**src/sv/bftk_pkg.sv**
```systemverilog
// Shared types and constants for the top-k box filter.
// Used by every module of the block; depends on nothing else.
package bftk_pkg;

   // Number of boxes held in the sorted list
   localparam int KEEP_LIMIT = 8;
   localparam int CNT_W      = $clog2(KEEP_LIMIT + 1);
   localparam int IDX_W      = (KEEP_LIMIT > 1) ? $clog2(KEEP_LIMIT) : 1;

   // Queue between front and back
   localparam int QUEUE_DEPTH = 4;
   localparam int QPTR_W      = $clog2(QUEUE_DEPTH);
   localparam int QCNT_W      = $clog2(QUEUE_DEPTH + 1);

   // Field widths
   localparam int COORD_W = 15;
   localparam int AREA_W  = 2 * COORD_W;
   localparam int IN_W    = 16;
   localparam int REQ_DATA_W = 5 * IN_W;
   localparam int RSP_DATA_W = 64;

   // Configuration port
   localparam int CSR_ADDR_W = 4;
   localparam int CSR_DATA_W = 32;

   // Register reset values
   localparam logic [6:0]         MIN_CONF_RESET  = 7'd90;
   localparam logic [COORD_W-1:0] MIN_SIZE_RESET  = 15'd72;
   localparam logic [COORD_W-1:0] FRAME_W_RESET   = 15'd1920;
   localparam logic [COORD_W-1:0] FRAME_H_RESET   = 15'd1080;

   // Register indexes
   typedef enum logic [1:0] {
      REG_MIN_CONF = 2'd0,
      REG_MIN_SIZE = 2'd1,
      REG_FRAME_W  = 2'd2,
      REG_FRAME_H  = 2'd3
   } csr_index_type;

   typedef struct packed {
      logic [6:0]         min_conf;
      logic [COORD_W-1:0] min_size;
      logic [COORD_W-1:0] frame_w;
      logic [COORD_W-1:0] frame_h;
   } cfg_type;

   // Clipped box, x in the lowest bits
   typedef struct packed {
      logic [COORD_W-1:0] h;
      logic [COORD_W-1:0] w;
      logic [COORD_W-1:0] y;
      logic [COORD_W-1:0] x;
   } box_type;

   // One classified candidate travelling to the back part
   typedef struct packed {
      logic              box_ok;
      logic              last;
      box_type           box;
      logic [AREA_W-1:0] area;
   } cand_type;

   typedef enum logic {
      ST_COLLECT = 1'b0,
      ST_EMIT    = 1'b1
   } back_state_type;

   typedef struct packed {
      logic             emitting;
      logic [CNT_W-1:0] kept_count;
   } back_status_type;

endpackage

```
**src/sv/bftk_front.sv**
```systemverilog
// Front part: filters and clips incoming boxes and computes the clipped area.
// Depends on bftk_pkg; feeds bftk_queue.
module bftk_front (
   input  logic                                clock,
   input  logic                                reset,
   input  bftk_pkg::cfg_type                   cfg,
   input  logic                                req_tvalid,
   output logic                                req_tready,
   input  logic [bftk_pkg::REQ_DATA_W-1:0]     req_tdata,
   input  logic                                req_tlast,
   output logic                                push_valid,
   output bftk_pkg::cand_type                  push_data,
   input  logic                                push_ready
);

   typedef struct packed {
      logic              box_ok;
      logic              last;
      bftk_pkg::box_type box;
   } clip_type;

   logic signed [15:0] conf, bx, by, bw, bh;
   logic signed [16:0] x0, y0, x1, y1, x1_sum, y1_sum, fw_s, fh_s;
   logic               pass, nonempty;
   logic [16:0]        cw, ch;
   clip_type           clip;
   logic               s1_valid_ff, s1_valid_in;
   clip_type           s1_ff;
   logic               s1_needed, s1_done;

   // Unpack the request fields
   assign conf = req_tdata[15:0];
   assign bx   = req_tdata[31:16];
   assign by   = req_tdata[47:32];
   assign bw   = req_tdata[63:48];
   assign bh   = req_tdata[79:64];

   // Threshold and clip
   always_comb begin
      pass = (conf >= $signed({9'd0, cfg.min_conf})) &&
             (bw >= $signed({1'b0, cfg.min_size})) &&
             (bh >= $signed({1'b0, cfg.min_size}));
      x0     = bx[15] ? 17'sd0 : {bx[15], bx};
      y0     = by[15] ? 17'sd0 : {by[15], by};
      x1_sum = {bx[15], bx} + {bw[15], bw};
      y1_sum = {by[15], by} + {bh[15], bh};
      fw_s   = $signed({2'b00, cfg.frame_w});
      fh_s   = $signed({2'b00, cfg.frame_h});
      x1     = (x1_sum > fw_s) ? fw_s : x1_sum;
      y1     = (y1_sum > fh_s) ? fh_s : y1_sum;
      nonempty = (x1 > x0) && (y1 > y0);
      cw = x1 - x0;
      ch = y1 - y0;
      clip.box_ok = pass && nonempty;
      clip.last   = req_tlast;
      clip.box.x  = x0[bftk_pkg::COORD_W-1:0];
      clip.box.y  = y0[bftk_pkg::COORD_W-1:0];
      clip.box.w  = cw[bftk_pkg::COORD_W-1:0];
      clip.box.h  = ch[bftk_pkg::COORD_W-1:0];
   end

   // Drop a stage that carries neither a box nor the end of a frame
   assign s1_needed  = s1_ff.box_ok || s1_ff.last;
   assign s1_done    = s1_valid_ff && (push_ready || !s1_needed);
   assign req_tready = !s1_valid_ff || s1_done;
   assign s1_valid_in = (req_tvalid && req_tready) || (s1_valid_ff && !s1_done);

   always_ff @(posedge clock) begin
      if (reset) begin
         s1_valid_ff <= 1'b0;
      end else begin
         s1_valid_ff <= s1_valid_in;
      end
   end

   always_ff @(posedge clock) begin
      if (req_tvalid && req_tready) begin
         s1_ff <= clip;
      end
   end

   // Area multiply on the registered box
   always_comb begin
      push_valid       = s1_valid_ff && s1_needed;
      push_data.box_ok = s1_ff.box_ok;
      push_data.last   = s1_ff.last;
      push_data.box    = s1_ff.box;
      push_data.area   = bftk_pkg::AREA_W'(s1_ff.box.w) * bftk_pkg::AREA_W'(s1_ff.box.h);
   end

endmodule

```
**src/sv/bftk_queue.sv**
```systemverilog
// Short queue of classified candidates between front and back parts.
// Depends on bftk_pkg.
module bftk_queue (
   input  logic               clock,
   input  logic               reset,
   input  logic               push_valid,
   input  bftk_pkg::cand_type push_data,
   output logic               push_ready,
   output logic               pop_valid,
   output bftk_pkg::cand_type pop_data,
   input  logic               pop_ready
);

   bftk_pkg::cand_type                slot_ff [bftk_pkg::QUEUE_DEPTH];
   logic [bftk_pkg::QPTR_W-1:0]       wr_ptr_ff, wr_ptr_in, rd_ptr_ff, rd_ptr_in;
   logic [bftk_pkg::QCNT_W-1:0]       fill_ff, fill_in;
   logic                              do_push, do_pop;

   assign push_ready = (fill_ff != bftk_pkg::QCNT_W'(bftk_pkg::QUEUE_DEPTH));
   assign pop_valid  = (fill_ff != '0);
   assign pop_data   = slot_ff[rd_ptr_ff];
   assign do_push    = push_valid && push_ready;
   assign do_pop     = pop_valid && pop_ready;

   // Advance pointers with wrap
   always_comb begin
      wr_ptr_in = wr_ptr_ff;
      rd_ptr_in = rd_ptr_ff;
      fill_in   = fill_ff;
      if (do_push) begin
         wr_ptr_in = (wr_ptr_ff == bftk_pkg::QPTR_W'(bftk_pkg::QUEUE_DEPTH - 1)) ?
                     '0 : wr_ptr_ff + 1'b1;
      end
      if (do_pop) begin
         rd_ptr_in = (rd_ptr_ff == bftk_pkg::QPTR_W'(bftk_pkg::QUEUE_DEPTH - 1)) ?
                     '0 : rd_ptr_ff + 1'b1;
      end
      if (do_push && !do_pop) begin
         fill_in = fill_ff + 1'b1;
      end else if (do_pop && !do_push) begin
         fill_in = fill_ff - 1'b1;
      end
   end

   always_ff @(posedge clock) begin
      if (reset) begin
         wr_ptr_ff <= '0;
         rd_ptr_ff <= '0;
         fill_ff   <= '0;
      end else begin
         wr_ptr_ff <= wr_ptr_in;
         rd_ptr_ff <= rd_ptr_in;
         fill_ff   <= fill_in;
      end
   end

   always_ff @(posedge clock) begin
      if (do_push) begin
         slot_ff[wr_ptr_ff] <= push_data;
      end
   end

endmodule

```
**src/sv/bftk_back.sv**
```systemverilog
// Back part: sorted insertion list of kept boxes and the result emitter.
// Depends on bftk_pkg; fed by bftk_queue.
module bftk_back (
   input  logic                             clock,
   input  logic                             reset,
   input  logic                             pop_valid,
   input  bftk_pkg::cand_type               pop_data,
   output logic                             pop_ready,
   output logic                             rsp_tvalid,
   input  logic                             rsp_tready,
   output logic [bftk_pkg::RSP_DATA_W-1:0]  rsp_tdata,
   output logic                             rsp_tlast,
   output bftk_pkg::back_status_type        status
);

   localparam int KL = bftk_pkg::KEEP_LIMIT;

   bftk_pkg::back_state_type          state_ff, state_in;
   bftk_pkg::box_type                 box_ff [KL];
   bftk_pkg::box_type                 box_in [KL];
   logic [bftk_pkg::AREA_W-1:0]       area_ff [KL];
   logic [bftk_pkg::AREA_W-1:0]       area_in [KL];
   logic [KL-1:0]                     ge;
   logic [bftk_pkg::CNT_W-1:0]        count_ff, count_in;
   logic [bftk_pkg::IDX_W-1:0]        idx_ff, idx_in;
   logic                              rsp_valid_ff, rsp_valid_in;
   logic [bftk_pkg::RSP_DATA_W-1:0]   rsp_data_ff, rsp_data_in;
   logic                              rsp_last_ff, rsp_last_in;
   logic                              do_insert, out_free, at_end;
   bftk_pkg::box_type                 sel_box;

   assign pop_ready = (state_ff == bftk_pkg::ST_COLLECT);
   assign do_insert = pop_valid && pop_ready && pop_data.box_ok;
   assign out_free  = !rsp_valid_ff || rsp_tready;

   // Shift-insert: each cell keeps, takes the new box or takes its neighbor
   always_comb begin
      for (int i = 0; i < KL; i++) begin
         ge[i] = (bftk_pkg::CNT_W'(i) < count_ff) && (area_ff[i] >= pop_data.area);
      end
      for (int i = 0; i < KL; i++) begin
         box_in[i]  = box_ff[i];
         area_in[i] = area_ff[i];
         if (do_insert && !ge[i]) begin
            if (i == 0) begin
               box_in[i]  = pop_data.box;
               area_in[i] = pop_data.area;
            end else if (ge[i-1]) begin
               box_in[i]  = pop_data.box;
               area_in[i] = pop_data.area;
            end else begin
               box_in[i]  = box_ff[i-1];
               area_in[i] = area_ff[i-1];
            end
         end
      end
   end

   always_ff @(posedge clock) begin
      for (int i = 0; i < KL; i++) begin
         box_ff[i]  <= box_in[i];
         area_ff[i] <= area_in[i];
      end
   end

   assign sel_box = box_ff[idx_ff];
   assign at_end  = (count_ff == '0) ||
                    (bftk_pkg::CNT_W'(idx_ff) + bftk_pkg::CNT_W'(1) == count_ff);

   // Sequence collect and emit
   always_comb begin
      state_in     = state_ff;
      count_in     = count_ff;
      idx_in       = idx_ff;
      rsp_valid_in = rsp_valid_ff && !rsp_tready;
      rsp_data_in  = rsp_data_ff;
      rsp_last_in  = rsp_last_ff;
      case (state_ff)
         bftk_pkg::ST_COLLECT: begin
            if (do_insert && count_ff != bftk_pkg::CNT_W'(KL)) begin
               count_in = count_ff + 1'b1;
            end
            if (pop_valid && pop_data.last) begin
               state_in = bftk_pkg::ST_EMIT;
               idx_in   = '0;
            end
         end
         bftk_pkg::ST_EMIT: begin
            if (out_free) begin
               rsp_valid_in = 1'b1;
               rsp_last_in  = at_end;
               if (count_ff == '0) begin
                  rsp_data_in = '0;
               end else begin
                  rsp_data_in = {3'b000, sel_box, 1'b1};
               end
               idx_in = idx_ff + 1'b1;
               if (at_end) begin
                  state_in = bftk_pkg::ST_COLLECT;
                  count_in = '0;
               end
            end
         end
         default: begin
            state_in = bftk_pkg::ST_COLLECT;
         end
      endcase
   end

   always_ff @(posedge clock) begin
      if (reset) begin
         state_ff     <= bftk_pkg::ST_COLLECT;
         count_ff     <= '0;
         idx_ff       <= '0;
         rsp_valid_ff <= 1'b0;
      end else begin
         state_ff     <= state_in;
         count_ff     <= count_in;
         idx_ff       <= idx_in;
         rsp_valid_ff <= rsp_valid_in;
      end
   end

   always_ff @(posedge clock) begin
      rsp_data_ff <= rsp_data_in;
      rsp_last_ff <= rsp_last_in;
   end

   assign rsp_tvalid = rsp_valid_ff;
   assign rsp_tdata  = rsp_data_ff;
   assign rsp_tlast  = rsp_last_ff;

   assign status.emitting   = (state_ff == bftk_pkg::ST_EMIT);
   assign status.kept_count = count_ff;

endmodule

```
**src/sv/box_filter_top_k_by_area.sv**
```systemverilog
// Top-k box filter by area: throughput one candidate per cycle while collecting.
// An accepted candidate passes the front register and the queue before it enters the
// sorted list; after the final candidate the back part enters its emit state and offers
// one result per cycle from its result register while rsp_tready is high (up to
// KEEP_LIMIT), while the emit run holds the queue. Synchronous reset clears the list
// count, queue and handshakes, and restores the register defaults; kept boxes are not cleared.
module box_filter_top_k_by_area (
   input  logic                                 clock,
   input  logic                                 reset,
   // APB-style configuration port
   input  logic                                 csr_psel,
   input  logic                                 csr_penable,
   input  logic                                 csr_pwrite,
   input  logic [bftk_pkg::CSR_ADDR_W-1:0]      csr_paddr,
   input  logic [bftk_pkg::CSR_DATA_W-1:0]      csr_pwdata,
   output logic [bftk_pkg::CSR_DATA_W-1:0]      csr_prdata,
   output logic                                 csr_pready,
   // Candidate stream
   input  logic                                 req_tvalid,
   output logic                                 req_tready,
   // confidence[15:0], box_x[31:16], box_y[47:32], box_width[63:48], box_height[79:64]
   input  logic [bftk_pkg::REQ_DATA_W-1:0]      req_tdata,
   input  logic                                 req_tlast,       // final_candidate
   // Result stream
   output logic                                 rsp_tvalid,
   input  logic                                 rsp_tready,
   // valid_res[0], out_x[15:1], out_y[30:16], out_width[45:31], out_height[60:46],
   // zero[63:61]
   output logic [bftk_pkg::RSP_DATA_W-1:0]      rsp_tdata,
   output logic                                 rsp_tlast        // end_of_list
);

   bftk_pkg::cfg_type          cfg_ff, cfg_in;
   bftk_pkg::csr_index_type    csr_index;
   logic                       csr_write;
   logic                       push_valid, push_ready, pop_valid, pop_ready;
   bftk_pkg::cand_type         push_data, pop_data;
   bftk_pkg::back_status_type  back_status;

   // Register file
   assign csr_pready = 1'b1;
   assign csr_index  = bftk_pkg::csr_index_type'(csr_paddr[3:2]);
   assign csr_write  = csr_psel && csr_penable && csr_pwrite && csr_pready;

   always_comb begin
      cfg_in = cfg_ff;
      if (csr_write) begin
         case (csr_index)
            bftk_pkg::REG_MIN_CONF: cfg_in.min_conf = csr_pwdata[6:0];
            bftk_pkg::REG_MIN_SIZE: cfg_in.min_size = csr_pwdata[14:0];
            bftk_pkg::REG_FRAME_W:  cfg_in.frame_w  = csr_pwdata[14:0];
            bftk_pkg::REG_FRAME_H:  cfg_in.frame_h  = csr_pwdata[14:0];
            default: cfg_in = cfg_ff;
         endcase
      end
   end

   always_comb begin
      case (csr_index)
         bftk_pkg::REG_MIN_CONF: csr_prdata = {25'd0, cfg_ff.min_conf};
         bftk_pkg::REG_MIN_SIZE: csr_prdata = {17'd0, cfg_ff.min_size};
         bftk_pkg::REG_FRAME_W:  csr_prdata = {17'd0, cfg_ff.frame_w};
         bftk_pkg::REG_FRAME_H:  csr_prdata = {17'd0, cfg_ff.frame_h};
         default:                csr_prdata = '0;
      endcase
   end

   always_ff @(posedge clock) begin
      if (reset) begin
         cfg_ff.min_conf <= bftk_pkg::MIN_CONF_RESET;
         cfg_ff.min_size <= bftk_pkg::MIN_SIZE_RESET;
         cfg_ff.frame_w  <= bftk_pkg::FRAME_W_RESET;
         cfg_ff.frame_h  <= bftk_pkg::FRAME_H_RESET;
      end else begin
         cfg_ff <= cfg_in;
      end
   end

   bftk_front u_front (
      .clock      (clock),
      .reset      (reset),
      .cfg        (cfg_ff),
      .req_tvalid (req_tvalid),
      .req_tready (req_tready),
      .req_tdata  (req_tdata),
      .req_tlast  (req_tlast),
      .push_valid (push_valid),
      .push_data  (push_data),
      .push_ready (push_ready)
   );

   bftk_queue u_queue (
      .clock      (clock),
      .reset      (reset),
      .push_valid (push_valid),
      .push_data  (push_data),
      .push_ready (push_ready),
      .pop_valid  (pop_valid),
      .pop_data   (pop_data),
      .pop_ready  (pop_ready)
   );

   bftk_back u_back (
      .clock      (clock),
      .reset      (reset),
      .pop_valid  (pop_valid),
      .pop_data   (pop_data),
      .pop_ready  (pop_ready),
      .rsp_tvalid (rsp_tvalid),
      .rsp_tready (rsp_tready),
      .rsp_tdata  (rsp_tdata),
      .rsp_tlast  (rsp_tlast),
      .status     (back_status)
   );

`ifndef SYNTHESIS
   // An empty answer always closes its run
   a_empty_is_last: assert property (@(posedge clock) disable iff (reset)
      (rsp_tvalid && !rsp_tdata[0]) |-> rsp_tlast)
      else $error("empty answer without end_of_list");

   // The list is never touched while it is being emitted
   a_no_pop_in_emit: assert property (@(posedge clock) disable iff (reset)
      !(back_status.emitting && pop_ready))
      else $error("queue popped during emit run");

   // The list never holds more than its limit
   a_count_bound: assert property (@(posedge clock) disable iff (reset)
      back_status.kept_count <= bftk_pkg::CNT_W'(bftk_pkg::KEEP_LIMIT))
      else $error("kept count beyond limit");

   // No result is offered right after reset
   a_reset_quiet: assert property (@(posedge clock)
      reset |=> !rsp_tvalid)
      else $error("result valid after reset");
`endif

endmodule

```
**config.mk**
```make
export PLATFORM = sky130hd
export DESIGN_NAME = box_filter_top_k_by_area
export DESIGN_NICKNAME = d
export VERILOG_FILES = /design/src/sv/bftk_pkg.sv /design/src/sv/bftk_front.sv /design/src/sv/bftk_queue.sv /design/src/sv/bftk_back.sv /design/src/sv/box_filter_top_k_by_area.sv
export SDC_FILE = /design/constraint.sdc
export NUM_CORES = 2
export LEC_CHECK = 0
export BUFFER_PORTS_ARGS = -buffer_cell sky130_fd_sc_hd__buf_2
export CORE_ASPECT_RATIO = 1.25
export CORE_MARGIN = 1
export CORE_UTILIZATION = 40
export DETAILED_ROUTE_END_ITERATION = 10
export GPL_TIMING_DRIVEN = 0
export SYNTH_ARGS = -nofsm -noshare
export SYNTH_HDL_FRONTEND = slang
export SYNTH_SLANG_ARGS = --single-unit
```
**constraint.sdc**
```tcl
create_clock -name clock -period 10.3 [get_ports clock]
set_clock_uncertainty 0.15 [all_clocks]
set_input_delay 0.515 -clock clock [delete_from_list [all_inputs] [get_ports clock]]
set_output_delay 0.515 -clock clock [all_outputs]
set_load 0.03 [all_outputs]
```
; Word level (Yosys, flattened, before mapping)
; Memory sizes are Yosys's and may differ from the RTL's. A register that Yosys moved wholly into a read port is not among the register bits.
; Index checks and enable logic that the tools add are counted.
[totals]
ff_bits = 136
mem_bits_rw = 1088
inputBits = 124
out_inout_bits = 100
word_cells = 195
memories = 3
[classes]
n_addsub = 11
multipliers = 1
magnitude_cmp = 23
eq_ne = 13
n_mux = 57
bitwise_logic = 1
reduce_logical = 66
[mem_list]
columns = name, depth, width, read_ports, rd_clocked_by_memory_dff, wr, line
row1 = u_back.box_ff, 8, 60, 8, 1, 8, bftk_back.sv:19  ; bftk_pkg::box_type box_ff [KL];
row2 = u_queue.slot_ff, 4, 92, 1, 1, 1, bftk_queue.sv:14  ; bftk_pkg::cand_type slot_ff [bftk_pkg::QUEUE_DEPTH];
row3 = u_back.area_ff, 8, 30, 8, 0, 8, bftk_back.sv:21  ; logic [bftk_pkg::AREA_W-1:0] area_ff [KL];
[op_table]
columns = cell, count
row1 = 60-bit two-way mux, 15
row2 = 30-bit two-way mux, 15
row3 = 30-bit greater-or-equal comparator, 8
row4 = 32-bit case mux with 4 select lines, 1
row5 = 17-bit by 16-bit greater-than comparator with 1-bit output, 4
row6 = 16-bit by 16-bit adder with 17-bit output, 2
row7 = 1-bit logical AND, 34
row8 = 17-bit two-way mux, 2
row9 = 16-bit greater-or-equal comparator, 2
row10 = 15-bit by 15-bit multiplier with 30-bit output, 1
row11 = 15-bit two-way mux, 2
row12 = 15-bit subtractor, 2
row13 = 16-bit by 8-bit greater-or-equal comparator with 1-bit output, 1
row14 = "3-bit by 4-bit < comparator with 1-bit output, first input constant", 4
row15 = 1-bit logical NOT, 15
row16 = 3-bit two-way mux, 4
row17 = 4-bit two-way mux, 3
row18 = 2-bit AND reduction, 6
row19 = "2-bit == test, second input constant", 4
row20 = "1-bit by 4-bit < comparator with 1-bit output, first input constant", 2
row21 = "2-bit by 4-bit < comparator with 1-bit output, first input constant", 2
row22 = 1-bit two-way mux, 8
row23 = 2-bit two-way mux, 4
row24 = "2-bit != test, second input constant", 4
row25 = 20 further kinds, 27

; Logic depth before layout (Yosys ltp)
[logic_depth]
depth_word = 7
depth_mapped = 31
depth_no_buf = 30

; Cells and area by module
; Synthesis repeated with hierarchy kept, for this count alone.
[hier_totals]
hier_cells = 4844
hier_area_um2 = 72429.5
[by_module_without_submodules]
columns = module, n_inst, cells_each, area_per_inst_um2, seq_area_each_um2
row1 = bftk_back, 1, 2501, 41837.6, 23662.7
row2 = bftk_front, 1, 1564, 14206.1, 1881.8
row3 = bftk_queue, 1, 528, 13724.4, 11230.8
row4 = box_filter_top_k_by_area, 1, 251, 2661.3, 1041.0

; Worst setup path before layout
; No wires, ideal clock.
[synth_timing]
path_type = reg-to-reg
from = register with a tool-made name
to = memory u_back.area_ff[1][100] (netlist bit) (enable)
setup_ns = 0.672
arrival_ns = 9.795
required_ns = 9.478
slack_ns = -0.318
path_stages_with_launch = 14
n_path_buf = 2
period_less_slack_ns = 10.618
path_cell_list = dfxtp_1 clkbuf_1 buf_1 mux4_2 inv_1 ha_1 nand4_1 nor4_1 a221o_1 a21oi_1 nor2b_1 o21ai_0 nand4_1 a211oi_1
[synth_rtl]
columns = element, line
row1 = end: declaration, bftk_back.sv:21

==> impl_metrics.yaml <==
global_route:
  grt_overflow: 0
  grt_usage: 0.210
  grt_pass1_vias: 44300
  grt_pass1_wl_mm: 283
  antenna_found_initial: 3
  grt_start_max_net_pins: 65
timing:
  slew_violations: 0
  fin_crit_ns: 8.34
  period_share: 0.810
  slew_headroom: 0.0559
  rsz0062_at_grt: "no"
  hold_violations: 0
  fmax_ghz: 0.120
  worst_pin_slew_ns: 1.42
  setup_viol: 0
critical_path:
  cp-start-kind: "flip-flop"
  critical_path.cell_chain: "clkbuf_1 -> buf_1 -> mux4_2 -> inv_1 -> ha_1 -> o21ai_0 -> nor2_1 -> a2111oi_0 -> a2111oi_0 -> nor3_1 -> o21ai_0 -> o22ai_1 -> clkbuf_1 -> buf_2 -> nor2b_4 -> buf_12"
  reg2reg_depth: 16
  critPathKind: "reg -> reg"
  slowest_delay_ns: 1.05
  slowest_stage: "clkbuf_1"
  worstPathMaxFanout: 28
  r2r_setup_slack_ns: 1.96
  crit_required_ns: 10.60
  cp.arrival_ns: 8.64
  worstReg2RegEnd: "u_back.area_ff[0][93]"
  critPathCaptureType: "flip-flop"
synthesis:
  synth-seq-cells: 1283
  yosysSeqAreaShare: 0.531
  syn_area_per_cell_um2: 14.5
  synth.distinct_cells: 77
  synth_edf_count: 1212
  netlist_area_um2: 71300
  synth_top_area_share: 0.511
  yosys-top-cells-area: "edfxtp_1, mux2_2, ha_1"
  synth_area_leader_cell: "edfxtp_1"
  yosysWarnings: 0
  yosys_most_used_dff: "edfxtp_1"
  synth_cells: 4900
  ys_async_sr_fraction: 0
layout:
  final_layout_size_suffix_gt1_frac: 0.259
  fin_util: 0.459
  layout.nets: 6102
  final_cell_mix: "edfxtp_1, mux2_2, ha_1"
  fin_cells: 7792
  layout_commonest_cell: "edfxtp_1"
  syn2layout_area_growth_pct: 13.6
clock_tree:
  clk_latency_ns: 0.78
  cts_max_level: 4
  cts.repair.resized: 0
  cts_sinks: 1283
  cts_setup_buffers: 0
  clk_path_buf_depth: 3
  clkTransAtPathRegs_ns: 0.06
  cts-root-buf: "clkbuf_16"
  tritoncts: "done"
  numCtsBuffers: 136
routing:
  wl_per_cell_um: 24.4
  drt_iter0_drc: 3274
  vias_per_cell: 5.51
  drc: 0
  ant_nets: 0
  via_count: 42900
  routed_wl_mm: 190
  first_pass_iters: 7
worst_hold_path:
  holdCritPathClass: "in -> reg"
  hold_start: "req_tdata[22]"
  worstHoldPathCells: 3
  min_to: "u_front.push_data[36]"
placed_design:
  place_inst: 7502
  dp_hpwl_mm: 142
  place_congestion: 0.918
  port_buffers: 182
run_status:
  status: "finished clean"
flow_run:
  max-cap-violations: 0
floorplan:
  core_um2: 176000
  fp.dieH_um: 474
  start_util: 0.404
  die_area_um2: 180000
  die_width_um: 380
  pin_count: 224
  core.rowCount: 172
==> cell usage after synthesis, types with 9 or more instances <==
cell type     n
and2_1      121
fa_1        172
mux2i_1      72
nor3_1       37
buf_2        55
clkbuf_1     96
a31oi_1      18
o22ai_1       9
nand2_1     289
buf_4        21
a221oi_1     10
mux4_2      219
buf_12        9
nand4_1      53
a2111oi_0    15
o211ai_1     29
nor4_1       14
and3_1       14
o21a_1       32
o21ai_0      89
or3_1         9
edfxtp_1   1212
mux2_2      566
o21bai_1     15
mux2_4       90
a211oi_1     27
nand3_1      40
nor2_1      184
a21o_1       57
xnor2_1      60
ha_1        472
a22o_1       11
xor2_1       19
nor2b_1      37
a21oi_1     165
dfxtp_1      71
inv_1       339
nand2b_1     39
buf_1        29
==> sequential cells by signal, indices dropped and copies added (netlist names), named ones only <==
| register | flops |
|---|---|
| u_back.box_ff | 480 |
| u_front.s1_valid_ff | 1 |
| u_back.state_ff | 1 |
| u_back.rsp_tvalid | 1 |
| u_front.push_data | 62 |
| u_queue.wr_ptr_ff | 2 |
| u_back.rsp_tlast | 1 |
| u_back.count_ff | 4 |
| u_queue.slot_ff | 368 |
| u_queue.rd_ptr_ff | 2 |
| u_back.idx_ff | 3 |
| u_back.rsp_tdata | 61 |
| u_queue.fill_ff | 3 |
| u_back.area_ff | 240 |
| cfg_ff | 52 |
==> how the worst max path moves through the flow <==
stage / slack, ns / from / to
floorplan: 0.02 / flip-flop / u_back.area_ff[0][30]
global placement: -7.83 / flip-flop / u_back.box_ff[1][23]
detailed placement: 1.93 / flip-flop / u_back.box_ff[3][23]
CTS: 1.89 / flip-flop / u_back.area_ff[0][114]
global route: 1.66 / u_front.push_data[80] / u_queue.slot_ff[1][29]
finish: 1.96 / flip-flop / u_back.area_ff[0][93]
==> routing by layer <==
| metal | vias to the layer above | GRT usage | share of wire |
|---|---|---|---|
| met1 | 22100 | 0.272 | 0.42 |
| met2 | 1211 | 0.364 | 0.50 |
| met3 | 237 | 0.0252 | 0.050 |
| met5 | - | 0 | 0.000042 |
| met4 | 2 | 0.0700 | 0.030 |
| li1 | 19400 | - | - |
==> worst max-delay path, delay by kind of cell, from the launching register on <==
family	cells	cell delay, ns
buffers and inverters	6	3.72
AND/OR/NAND/NOR	3	1.52
AO/OA/AOI/OAI	5	1.07
multiplexers	1	0.78
flip-flops	1	0.35
adder cells (fa/ha/maj)	1	0.32
==> cell type report <==
class,instances,area [um2]
Buffer,210,1080
Antenna cell,3,7.51
Multi-Input combinational cell,3087,31200
Clock buffer,174,3590
Fill cell,15500,95300
Tap cell,2349,2940
Timing Repair Buffer,277,2290
Inverter,339,1270
Clock inverter,70,738
Sequential cell,1283,37800
==> stage by stage <==
step | hold slack, ns | area, um2 | TNS, ns | setup slack (ns)
5_1_grt | 0.0325 | 81000 | 0 | 1.66
3_5_place_dp | 0.317 | 76200 | 0 | 1.93
6_report | 0.0487 | 81000 | 0 | 1.96
2_1_floorplan | 0.296 | 71300 | 0 | 0.0155
3_3_place_gp | 0.307 | 75200 | -3818.90 | -7.83
4_1_cts | 0.00103 | 81000 | 0 | 1.89
==> logic make-up (layout without fill, tap and decap cells) <==
family / Yosys count / in the layout / synth area share
AOI/OAI and AO/OA: 542 / 542 / 0.0498
muxes: 947 / 947 / 0.188
DFF: 1283 / 1283 / 0.531
other: 2 / 24 / 0.000105
buffers and inverters: 549 / 1070 / 0.0330
adders and majority gates: 644 / 644 / 0.131
and+or+nand+nor: 854 / 854 / 0.0576
xor gates and xnor gates: 79 / 79 / 0.00971
==> what timing repair did <==
action                     4_1_cts  5_1_grt
setup endpoints to repair        0        0
hold buffers                    43        0
hold endpoints to repair        79        0
Power is left out: the tool's default activity adds up to more than one toggle a clock period on the data nets, which glitch-free logic cannot reach.
